<file path="config.mk">
export PLATFORM = sky130hd
export DESIGN_NAME = terminal_line_editor
export DESIGN_NICKNAME = d
export VERILOG_FILES = /design/src/rtl/tle_pkg.sv /design/src/rtl/tle_ram.sv /design/src/rtl/tle_csr.sv /design/src/rtl/tle_ctrl.sv /design/src/rtl/terminal_line_editor.sv
export SDC_FILE = /design/constraint.sdc
export NUM_CORES = 1
export LEC_CHECK = 0
export BUFFER_PORTS_ARGS = -buffer_cell sky130_fd_sc_hd__clkbuf_2
export CORE_MARGIN = 3
export CORE_UTILIZATION = 57
export CTS_BUF_LIST = sky130_fd_sc_hd__clkbuf_4 sky130_fd_sc_hd__clkbuf_8
export CTS_CLUSTER_DIAMETER = 60
export DETAILED_ROUTE_END_ITERATION = 7
export GPL_TIMING_DRIVEN = 0
export HOLD_SLACK_MARGIN = 0.08
export PLACE_DENSITY_LB_ADDON = 0.05
export SYNTH_ARGS = -nofsm -noshare
export SYNTH_HDL_FRONTEND = slang
export SYNTH_SLANG_ARGS = --single-unit
</file>
<file path="constraint.sdc">
create_clock -name clock -period 3.9 [get_ports clock]
set_input_delay 0.39 -clock clock [delete_from_list [all_inputs] [get_ports clock]]
set_output_delay 0.39 -clock clock [all_outputs]
set_load 0.02 [all_outputs]
</file>
<file path="src/rtl/tle_pkg.sv">
// Shared types, constants and register map of the terminal line editor.
package tle_pkg;

   // Line store geometry.
   localparam int LINE_CAPACITY = 40;
   localparam int ADDR_W        = (LINE_CAPACITY > 1) ? $clog2(LINE_CAPACITY) : 1;
   localparam int LEN_W         = $clog2(LINE_CAPACITY + 1);
   localparam int LIMIT_W       = 6;
   localparam int CMP_W         = (LEN_W > LIMIT_W) ? LEN_W : LIMIT_W;

   // Character constants.
   localparam logic [7:0] NEWLINE_KEY  = 8'd10;
   localparam logic [7:0] PRINT_LOW    = 8'h20;
   localparam logic [7:0] PRINT_HIGH   = 8'h7E;
   localparam logic [6:0] SPACE_CHAR   = 7'h20;

   // Register reset values.
   localparam logic [7:0]         ERASE_RESET = 8'd127;
   localparam logic [7:0]         KILL_RESET  = 8'd21;
   localparam logic [7:0]         WORD_RESET  = 8'd23;
   localparam logic [7:0]         END_RESET   = 8'd4;
   localparam logic [LIMIT_W-1:0] LIMIT_RESET = 6'd40;

   // Register map, by word index.
   typedef enum logic [2:0] {
      REG_ERASE = 3'd0,
      REG_KILL  = 3'd1,
      REG_WORD  = 3'd2,
      REG_END   = 3'd3,
      REG_LIMIT = 3'd4
   } reg_index_type;

   // Display actions carried by each result word.
   typedef enum logic [2:0] {
      ACT_ECHO    = 3'd0,
      ACT_RUB     = 3'd1,
      ACT_BELL    = 3'd2,
      ACT_NEWLINE = 3'd3,
      ACT_END     = 3'd4
   } action_type;

   // Sequencer states.
   typedef enum logic [2:0] {
      S_IDLE,
      S_DECODE,
      S_KILL,
      S_WREAD,
      S_WEVAL,
      S_ECHO
   } state_type;

   // Configuration seen by the sequencer.
   typedef struct packed {
      logic [7:0]         erase_code;
      logic [7:0]         kill_code;
      logic [7:0]         word_erase_code;
      logic [7:0]         end_code;
      logic [LIMIT_W-1:0] line_limit;
   } cfg_type;

endpackage

</file>
<file path="src/rtl/tle_ram.sv">
// Generic single-port-write, single-port-read RAM with registered read data.
module tle_ram #(
   parameter int WIDTH = 8,
   parameter int DEPTH = 16
) (
   input  logic                                            clock,
   input  logic                                            wr_en,
   input  logic [((DEPTH > 1) ? $clog2(DEPTH) : 1)-1:0]    wr_addr,
   input  logic [WIDTH-1:0]                                wr_data,
   input  logic                                            rd_en,
   input  logic [((DEPTH > 1) ? $clog2(DEPTH) : 1)-1:0]    rd_addr,
   output logic [WIDTH-1:0]                                rd_data
);

   logic [WIDTH-1:0] mem_ff [DEPTH];
   logic [WIDTH-1:0] rd_data_ff;

   // Write port and registered read port.
   always_ff @(posedge clock) begin
      if (wr_en) begin
         mem_ff[wr_addr] <= wr_data;
      end
      if (rd_en) begin
         rd_data_ff <= mem_ff[rd_addr];
      end
   end

   assign rd_data = rd_data_ff;

endmodule

</file>
<file path="src/rtl/tle_csr.sv">
// Configuration registers of the terminal line editor behind an APB-style port.
module tle_csr (
   input  logic                clock,
   input  logic                reset,
   input  logic                psel,
   input  logic                penable,
   input  logic                pwrite,
   input  logic [4:0]          paddr,
   input  logic [31:0]         pwdata,
   output logic [31:0]         prdata,
   output logic                pready,
   output tle_pkg::cfg_type    cfg
);

   tle_pkg::cfg_type cfg_ff;
   tle_pkg::cfg_type cfg_in;
   logic             wr_strobe;
   logic [2:0]       reg_sel;

   assign wr_strobe = psel && penable && pwrite;
   assign reg_sel   = paddr[4:2];
   assign pready    = 1'b1;

   // Register write decode; writes beyond the map are dropped.
   always_comb begin
      cfg_in = cfg_ff;
      if (wr_strobe) begin
         unique case (reg_sel)
            tle_pkg::REG_ERASE: cfg_in.erase_code      = pwdata[7:0];
            tle_pkg::REG_KILL:  cfg_in.kill_code       = pwdata[7:0];
            tle_pkg::REG_WORD:  cfg_in.word_erase_code = pwdata[7:0];
            tle_pkg::REG_END:   cfg_in.end_code        = pwdata[7:0];
            tle_pkg::REG_LIMIT: cfg_in.line_limit      = pwdata[tle_pkg::LIMIT_W-1:0];
            default: ;
         endcase
      end
   end

   always_ff @(posedge clock) begin
      if (reset) begin
         cfg_ff.erase_code      <= tle_pkg::ERASE_RESET;
         cfg_ff.kill_code       <= tle_pkg::KILL_RESET;
         cfg_ff.word_erase_code <= tle_pkg::WORD_RESET;
         cfg_ff.end_code        <= tle_pkg::END_RESET;
         cfg_ff.line_limit      <= tle_pkg::LIMIT_RESET;
      end else begin
         cfg_ff <= cfg_in;
      end
   end

   // Read-back multiplexer.
   always_comb begin
      unique case (reg_sel)
         tle_pkg::REG_ERASE: prdata = {24'd0, cfg_ff.erase_code};
         tle_pkg::REG_KILL:  prdata = {24'd0, cfg_ff.kill_code};
         tle_pkg::REG_WORD:  prdata = {24'd0, cfg_ff.word_erase_code};
         tle_pkg::REG_END:   prdata = {24'd0, cfg_ff.end_code};
         tle_pkg::REG_LIMIT: prdata = {{(32-tle_pkg::LIMIT_W){1'b0}}, cfg_ff.line_limit};
         default:            prdata = 32'd0;
      endcase
   end

   assign cfg = cfg_ff;

endmodule

</file>
<file path="src/rtl/tle_ctrl.sv">
// Key sequencer: decodes each key, walks the line store and drives the result register.
module tle_ctrl (
   input  logic                            clock,
   input  logic                            reset,
   input  tle_pkg::cfg_type                cfg,
   input  logic                            req_valid,
   output logic                            req_ready,
   input  logic [7:0]                      req_in_byte,
   output logic                            rsp_valid,
   input  logic                            rsp_ready,
   output logic [2:0]                      rsp_action,
   output logic [6:0]                      rsp_out_char,
   output logic                            rsp_last,
   output logic                            ram_wr_en,
   output logic [tle_pkg::ADDR_W-1:0]      ram_wr_addr,
   output logic [6:0]                      ram_wr_data,
   output logic                            ram_rd_en,
   output logic [tle_pkg::ADDR_W-1:0]      ram_rd_addr,
   input  logic [6:0]                      ram_rd_data
);

   tle_pkg::state_type          state_ff, state_in;
   logic [tle_pkg::LEN_W-1:0]   len_ff, len_in;
   logic                        session_over_ff, session_over_in;
   logic [7:0]                  key_ff, key_in;
   logic                        word_phase_ff, word_phase_in;
   logic                        pending_ff, pending_in;
   logic                        rsp_valid_ff, rsp_valid_in;
   tle_pkg::action_type         rsp_action_ff, rsp_action_in;
   logic [6:0]                  rsp_char_ff, rsp_char_in;
   logic                        rsp_last_ff, rsp_last_in;

   logic                        emit_ok;
   logic                        emit;
   tle_pkg::action_type         emit_action;
   logic [6:0]                  emit_char;
   logic                        emit_last;
   logic [tle_pkg::CMP_W-1:0]   lim_eff;
   logic [tle_pkg::CMP_W-1:0]   len_ext;
   logic                        line_full;
   logic                        len_zero;
   logic [tle_pkg::LEN_W-1:0]   len_dec;
   logic                        printable;
   logic                        rub_now;

   // The result register may take a new word when empty or being drained.
   assign emit_ok = !rsp_valid_ff || rsp_ready;

   // Effective line limit, clamped to one and to the store capacity.
   always_comb begin
      lim_eff = tle_pkg::CMP_W'(cfg.line_limit);
      if (cfg.line_limit == '0) begin
         lim_eff = tle_pkg::CMP_W'(1);
      end else if (tle_pkg::CMP_W'(cfg.line_limit) > tle_pkg::CMP_W'(tle_pkg::LINE_CAPACITY)) begin
         lim_eff = tle_pkg::CMP_W'(tle_pkg::LINE_CAPACITY);
      end
   end

   assign len_ext   = tle_pkg::CMP_W'(len_ff);
   assign line_full = len_ext >= lim_eff;
   assign len_zero  = (len_ff == '0);
   assign len_dec   = len_ff - tle_pkg::LEN_W'(1);
   assign printable = (key_ff >= tle_pkg::PRINT_LOW) && (key_ff <= tle_pkg::PRINT_HIGH);
   // In the word phase a space stops the walk; in the space phase every character is rubbed.
   assign rub_now   = !(word_phase_ff && (ram_rd_data == tle_pkg::SPACE_CHAR));

   assign ram_wr_addr = len_ff[tle_pkg::ADDR_W-1:0];
   assign ram_wr_data = key_ff[6:0];
   assign ram_rd_addr = len_dec[tle_pkg::ADDR_W-1:0];

   // Next state, store accesses and result words.
   always_comb begin
      state_in        = state_ff;
      len_in          = len_ff;
      session_over_in = session_over_ff;
      key_in          = key_ff;
      word_phase_in   = word_phase_ff;
      pending_in      = pending_ff;
      emit            = 1'b0;
      emit_action     = tle_pkg::ACT_BELL;
      emit_char       = 7'd0;
      emit_last       = 1'b1;
      ram_wr_en       = 1'b0;
      ram_rd_en       = 1'b0;
      req_ready       = 1'b0;

      unique case (state_ff)
         tle_pkg::S_IDLE: begin
            req_ready = 1'b1;
            if (req_valid) begin
               key_in   = req_in_byte;
               state_in = tle_pkg::S_DECODE;
            end
         end

         tle_pkg::S_DECODE: begin
            if (session_over_ff) begin
               state_in = tle_pkg::S_IDLE;
            end else if (key_ff == cfg.erase_code) begin
               if (len_zero) begin
                  state_in = tle_pkg::S_IDLE;
               end else if (emit_ok) begin
                  emit        = 1'b1;
                  emit_action = tle_pkg::ACT_RUB;
                  len_in      = len_dec;
                  state_in    = tle_pkg::S_IDLE;
               end
            end else if (key_ff == cfg.kill_code) begin
               state_in = len_zero ? tle_pkg::S_IDLE : tle_pkg::S_KILL;
            end else if (key_ff == cfg.word_erase_code) begin
               word_phase_in = 1'b0;
               pending_in    = 1'b0;
               state_in      = len_zero ? tle_pkg::S_IDLE : tle_pkg::S_WREAD;
            end else if (key_ff == cfg.end_code) begin
               if (emit_ok) begin
                  emit        = 1'b1;
                  emit_action = len_zero ? tle_pkg::ACT_END : tle_pkg::ACT_BELL;
                  if (len_zero) begin
                     session_over_in = 1'b1;
                  end
                  state_in = tle_pkg::S_IDLE;
               end
            end else if (key_ff == tle_pkg::NEWLINE_KEY) begin
               state_in = tle_pkg::S_IDLE;
            end else if (printable) begin
               if (!line_full) begin
                  state_in = tle_pkg::S_ECHO;
               end else if (emit_ok) begin
                  // Hard wrap: newline first, then the key starts a fresh line.
                  emit        = 1'b1;
                  emit_action = tle_pkg::ACT_NEWLINE;
                  emit_last   = 1'b0;
                  len_in      = '0;
                  state_in    = tle_pkg::S_ECHO;
               end
            end else if (emit_ok) begin
               emit        = 1'b1;
               emit_action = tle_pkg::ACT_BELL;
               state_in    = tle_pkg::S_IDLE;
            end
         end

         tle_pkg::S_ECHO: begin
            if (emit_ok) begin
               emit        = 1'b1;
               emit_action = tle_pkg::ACT_ECHO;
               emit_char   = key_ff[6:0];
               ram_wr_en   = 1'b1;
               len_in      = len_ff + tle_pkg::LEN_W'(1);
               state_in    = tle_pkg::S_IDLE;
            end
         end

         tle_pkg::S_KILL: begin
            if (emit_ok) begin
               emit        = 1'b1;
               emit_action = tle_pkg::ACT_RUB;
               emit_last   = (len_ff == tle_pkg::LEN_W'(1));
               len_in      = len_dec;
               if (len_ff == tle_pkg::LEN_W'(1)) begin
                  state_in = tle_pkg::S_IDLE;
               end
            end
         end

         tle_pkg::S_WREAD: begin
            // Fetch the last held character, or close out once the line is empty.
            if (len_zero) begin
               if (emit_ok) begin
                  emit        = 1'b1;
                  emit_action = tle_pkg::ACT_RUB;
                  pending_in  = 1'b0;
                  state_in    = tle_pkg::S_IDLE;
               end
            end else begin
               ram_rd_en = 1'b1;
               state_in  = tle_pkg::S_WEVAL;
            end
         end

         tle_pkg::S_WEVAL: begin
            // A rub is held back one step so that the final one can carry the last flag.
            if (rub_now) begin
               if (!pending_ff || emit_ok) begin
                  emit          = pending_ff;
                  emit_action   = tle_pkg::ACT_RUB;
                  emit_last     = 1'b0;
                  pending_in    = 1'b1;
                  len_in        = len_dec;
                  word_phase_in = word_phase_ff || (ram_rd_data != tle_pkg::SPACE_CHAR);
                  state_in      = tle_pkg::S_WREAD;
               end
            end else if (emit_ok) begin
               emit        = pending_ff;
               emit_action = tle_pkg::ACT_RUB;
               pending_in  = 1'b0;
               state_in    = tle_pkg::S_IDLE;
            end
         end

         default: state_in = tle_pkg::S_IDLE;
      endcase
   end

   // Result register: loaded on a new word, emptied when taken.
   always_comb begin
      rsp_valid_in  = rsp_valid_ff;
      rsp_action_in = rsp_action_ff;
      rsp_char_in   = rsp_char_ff;
      rsp_last_in   = rsp_last_ff;
      if (emit) begin
         rsp_valid_in  = 1'b1;
         rsp_action_in = emit_action;
         rsp_char_in   = emit_char;
         rsp_last_in   = emit_last;
      end else if (rsp_ready) begin
         rsp_valid_in = 1'b0;
      end
   end

   // Control registers.
   always_ff @(posedge clock) begin
      if (reset) begin
         state_ff        <= tle_pkg::S_IDLE;
         len_ff          <= '0;
         session_over_ff <= 1'b0;
         pending_ff      <= 1'b0;
         rsp_valid_ff    <= 1'b0;
      end else begin
         state_ff        <= state_in;
         len_ff          <= len_in;
         session_over_ff <= session_over_in;
         pending_ff      <= pending_in;
         rsp_valid_ff    <= rsp_valid_in;
      end
   end

   // Payload registers.
   always_ff @(posedge clock) begin
      key_ff        <= key_in;
      word_phase_ff <= word_phase_in;
      rsp_action_ff <= rsp_action_in;
      rsp_char_ff   <= rsp_char_in;
      rsp_last_ff   <= rsp_last_in;
   end

   assign rsp_valid    = rsp_valid_ff;
   assign rsp_action   = rsp_action_ff;
   assign rsp_out_char = rsp_char_ff;
   assign rsp_last     = rsp_last_ff;

endmodule

</file>
<file path="src/rtl/terminal_line_editor.sv">
// Top level of the terminal line editor: registers, sequencer and line store.
//
// Usage. Keys enter one word at a time on the req_ channel (valid/ready, byte
// in req_in_byte). Each key answers with zero or more display words on the
// rsp_ channel (action, out_char, last); last marks the final word of a key.
// The APB-style port holds the erase, kill, word-erase and end codes and the
// line limit; write it only while no key is being worked on.
// Sequencing. A key is taken in the idle cycle and decoded in the next.
// Erase, end and bell words are registered at the end of decode; an echo,
// with or without the newline of a hard wrap, is registered in the echo
// state. Kill emits one rub for each held character from the kill state.
// Word erase walks the line store through its registered read port, with a
// read state and an evaluate state per character rubbed, then closes out.
// Reset clears the codes to their defaults, empties the line and reopens a
// closed session; the line store itself is not cleared, and only characters
// below the current length are ever read. When the receiver stalls, the
// result register holds its word and the sequencer waits with it; no key is
// taken until the current one has produced all its words.
module terminal_line_editor (
   input  logic        clock,
   input  logic        reset,
   input  logic        req_valid,
   output logic        req_ready,
   input  logic [7:0]  req_in_byte,
   output logic        rsp_valid,
   input  logic        rsp_ready,
   output logic [2:0]  rsp_action,
   output logic [6:0]  rsp_out_char,
   output logic        rsp_last,
   input  logic        psel,
   input  logic        penable,
   input  logic        pwrite,
   input  logic [4:0]  paddr,
   input  logic [31:0] pwdata,
   output logic [31:0] prdata,
   output logic        pready
);

   tle_pkg::cfg_type                 cfg;
   logic                             ram_wr_en;
   logic [tle_pkg::ADDR_W-1:0]       ram_wr_addr;
   logic [6:0]                       ram_wr_data;
   logic                             ram_rd_en;
   logic [tle_pkg::ADDR_W-1:0]       ram_rd_addr;
   logic [6:0]                       ram_rd_data;

   // Configuration registers.
   tle_csr u_csr (
      .clock   (clock),
      .reset   (reset),
      .psel    (psel),
      .penable (penable),
      .pwrite  (pwrite),
      .paddr   (paddr),
      .pwdata  (pwdata),
      .prdata  (prdata),
      .pready  (pready),
      .cfg     (cfg)
   );

   // Line store.
   tle_ram #(
      .WIDTH (7),
      .DEPTH (tle_pkg::LINE_CAPACITY)
   ) u_line_ram (
      .clock   (clock),
      .wr_en   (ram_wr_en),
      .wr_addr (ram_wr_addr),
      .wr_data (ram_wr_data),
      .rd_en   (ram_rd_en),
      .rd_addr (ram_rd_addr),
      .rd_data (ram_rd_data)
   );

   // Key sequencer and result register.
   tle_ctrl u_ctrl (
      .clock        (clock),
      .reset        (reset),
      .cfg          (cfg),
      .req_valid    (req_valid),
      .req_ready    (req_ready),
      .req_in_byte  (req_in_byte),
      .rsp_valid    (rsp_valid),
      .rsp_ready    (rsp_ready),
      .rsp_action   (rsp_action),
      .rsp_out_char (rsp_out_char),
      .rsp_last     (rsp_last),
      .ram_wr_en    (ram_wr_en),
      .ram_wr_addr  (ram_wr_addr),
      .ram_wr_data  (ram_wr_data),
      .ram_rd_en    (ram_rd_en),
      .ram_rd_addr  (ram_rd_addr),
      .ram_rd_data  (ram_rd_data)
   );

endmodule

</file>
==> results.json <==
{
  "status": "finished clean",
  "leakage_nw": 5.98,
  "slew_violations": 0,
  "crit_path_end_kind": "register",
  "critical-path-slowest-cell": "mux4_2",
  "cts_max_level": 2,
  "worstPathArrival_ns": 4.08,
  "areaGrowthSynthToFinish_pct": 14.5,
  "ant_nets": 0,
  "fin_cells": 1507,
  "first_global_vias": 9121,
  "drive_above_1_share_pct": 26.9,
  "vias": 9217,
  "post-place-cells": 1384,
  "peakVddDrop_mv": 0.328,
  "yosys.area.top_type": "edfxtp_1",
  "max_stage_delay_ns": 0.50,
  "critical_path_class": "register to register",
  "dieArea_mm2": 0.0292,
  "drc": 0,
  "start_kind": "register",
  "synthDistinctLibCells": 66,
  "setup_viol": 0,
  "synth_edf_count": 307,
  "synth_area_mm2": 0.0155,
  "die_x_um": 171,
  "maxCapViolCount": 0,
  "grt_setup_unrepaired": "no",
  "crit_family": "buffers and inverters",
  "layout.nets": 1188,
  "fin_crit_sh_pct": 96.1,
  "yosys_register_bits": 357,
  "place_hpwl_mm": 24.6,
  "critPathRequiredTime_ns": 4.23,
  "ys.flop_type": "edfxtp_1",
  "cts_made_buffers": 56,
  "clk_pin_slew_ns": 0.07,
  "globalplace.congestion": 0.918,
  "crit_top_cell": "buf_8",
  "finalHoldViolations": 0,
  "io_pins": 98,
  "rrSetupSlack_ns": 0.15,
  "layout_setup_ws_ns": 0.154,
  "grt_pass1_wl_mm": 55.7,
  "clock_latency_ns": 0.60,
  "critPathMaxFanout": 10,
  "min_period_ns": 3.75,
  "fp.dieH_um": 171,
  "slew_headroom_pct": 24.4,
  "grt_use_total_pct": 25.8,
  "yosys-top-cells-area": "edfxtp_1 59%, mux4_2 12%, dfxtp_1 6.5%",
  "insertedDiodeCount": 0,
  "synthCells": 977,
  "portBuffers": 44,
  "start_util_pct": 58.7,
  "pre_cts_ws_ns": -0.819,
  "fp-row-count": 59,
  "skew_ns": 0.0262,
  "routed_wl_mm": 37.1,
  "hold_class": "primary input to register",
  "path_cells": "clkbuf_4 -> buf_8 -> buf_8 -> buf_8 -> inv_1 -> ha_1 -> buf_2 -> buf_2 -> mux4_2 -> mux4_2 -> mux2i_2 -> a21oi_1",
  "cts_tree": "yes",
  "drt-wirelength-per-cell_um": 24.6,
  "grt_max_degree": 30,
  "coreArea_mm2": 0.0264,
  "async_flop_share_pct": 0,
  "yosysTopAreaCellShare_pct": 59.4,
  "p_per_area_mw_per_mm2": 474,
  "antenna_found_initial": 0,
  "yosysSeqAreaShare_pct": 65.9,
  "fmax_mhz": 267,
  "syn_area_per_cell_um2": 15.9,
  "ys_warn_count": 0,
  "power_mw": 8.42,
  "routed_via_density": 6.12,
  "cp_num_buf_inv": 7,
  "max_slew.worst_pin.slew_ns": 1.13,
  "cts.sinks": 357,
  "drt_pre_antenna_iters": 5,
  "clock-root-buffer": "clkbuf_8",
  "overflow": 0,
  "drt_iter0_markers": 909,
  "cts_max_path_buffers": 3
}
-- per-layer routing --
layer	share of wire (%)	vias up	GRT usage (%)
li1	-	4104	-
met1	42	4656	37.4
met2	48	408	41.5
met3	7.8	49	5.38
met4	1.9	0	5.39
met5	0	-	0
-- cells by family (layout without fill, tap and decap cells) --
kind of cell               count (synthesis)  after routing  synth area share, %
DFF                                      357            357                 65.9
buffers and inverters                     90            262                 3.01
AOI/OAI and AO/OA                        115            115                 5.02
adders and majority gates                  9              9                0.726
muxes                                    138            138                 15.9
other                                      2             25               0.0484
and+or+nand+nor                          227            227                 7.21
xor gates and xnor gates                  39             39                 2.25
-- worst register-to-register path, stage by stage (launching register included) --
cell and delay [ns]:
dfxtp_1 0.36, clkbuf_4 0.21, buf_8 0.19, buf_8 0.19, buf_8 0.17, inv_1 0.15
ha_1 0.31, buf_2 0.25, buf_2 0.34, mux4_2 0.39, mux4_2 0.50, mux2i_2 0.30
a21oi_1 0.13
-- timing repair --
action / in CTS / in global routing
hold buffers: 10 / 0
endpoints found under the hold margin: 12 / 0
cloned: 0 / 0
setup buffers: 6 / 3
endpoints found under the setup margin: 27 / 18
pin swaps: 2 / 2
resized for setup: 20 / 14
-- final timing paths --
kind	to	depth (start not counted)	from
worst min-delay path	u_csr.cfg[8]$_SDFFE_PP1P_	3	pwdata[2]
worst min register to register	u_csr.cfg[30]$_SDFFE_PP1P_	2	u_csr.cfg[30]$_SDFFE_PP1P_
worst max-delay path	u_line_ram.rd_data[4]$_DFFE_PP_	12	u_ctrl.ram_wr_addr[0]$_SDFFE_PP0P_
worst max register to register	u_line_ram.rd_data[4]$_DFFE_PP_	12	u_ctrl.ram_wr_addr[0]$_SDFFE_PP0P_
-- cells in the final DEF, fill, tap and decap left out, drive strengths merged, types with 15 or more instances in the layout --
cell / Yosys / routed
nor2: 85 / 85
o21ai: 23 / 23
clkbuf: 32 / 159
a21oi: 25 / 25
mux4: 86 / 86
xor2: 19 / 19
and2: 15 / 15
conb: 2 / 25
dfxtp: 50 / 50
xnor2: 20 / 20
mux2i: 46 / 46
buf: 50 / 66
nand2: 47 / 47
edfxtp: 307 / 307
clkinv: 1 / 18
-- state kept, by name, summed over array words and instances (netlist names), 3 cells and up --
name and count:
u_ctrl.rsp_action 3, u_ctrl.key_ff 8, u_csr.cfg 38, u_line_ram.rd_data 7, u_ctrl.ram_wr_addr 6, u_ctrl.state_ff 3
u_ctrl.rsp_out_char 7, u_line_ram.mem_ff 280
-- layout make-up --
cell class / count / area [um^2]
Buffer: 82 / 485
Timing Repair Buffer: 69 / 537
Tap cell: 335 / 419
Sequential cell: 357 / 10200
Inverter: 8 / 30.0
Clock inverter: 19 / 111
Clock buffer: 84 / 1000
Fill cell: 1857 / 8660
Multi-Input combinational cell: 553 / 4960
-- where the power goes --
group / total, mW / switching, mW / leakage (nW) / internal [mW]
combinational: 1.06 / 0.601 / 2.22 / 0.458
clock: 3.11 / 1.41 / 0.598 / 1.70
sequential: 4.25 / 0.0539 / 3.17 / 4.19
-- cell usage after synthesis (3+ instances only) --
master    count
a211oi_1     12
a21oi_1      25
a22oi_1      12
a31oi_1       8
and2_1       14
and3_1        3
buf_1         4
buf_2        18
buf_4        28
clkbuf_1     31
dfxtp_1      50
edfxtp_1    307
ha_1          9
inv_1         7
mux2_2        6
mux2i_1      46
mux4_2       86
nand2_1      47
nand2b_1      7
nand3_1      14
nand4_1      10
nor2_1       85
nor2b_1      14
nor3_1        8
nor4_1        7
o211ai_1      3
o21a_1        3
o21ai_0      18
o21ai_1       5
o22ai_1       6
or2_2         3
xnor2_1      19
xor2_1       19
-- per-stage QoR --
stage                     area [um^2]  TNS, ns  hold WS, ns  util [%]
after floorplan                 15600        0        0.480         -
after global placement          16200   -12.54        0.501      61.5
after detailed placement        16400   -11.81        0.513      61.9
after CTS                       17700        0       0.0856      66.9
after global routing            17800        0        0.103      67.2
final                           17800        0        0.109      67.2
Power figures use the tool's default switching activity.
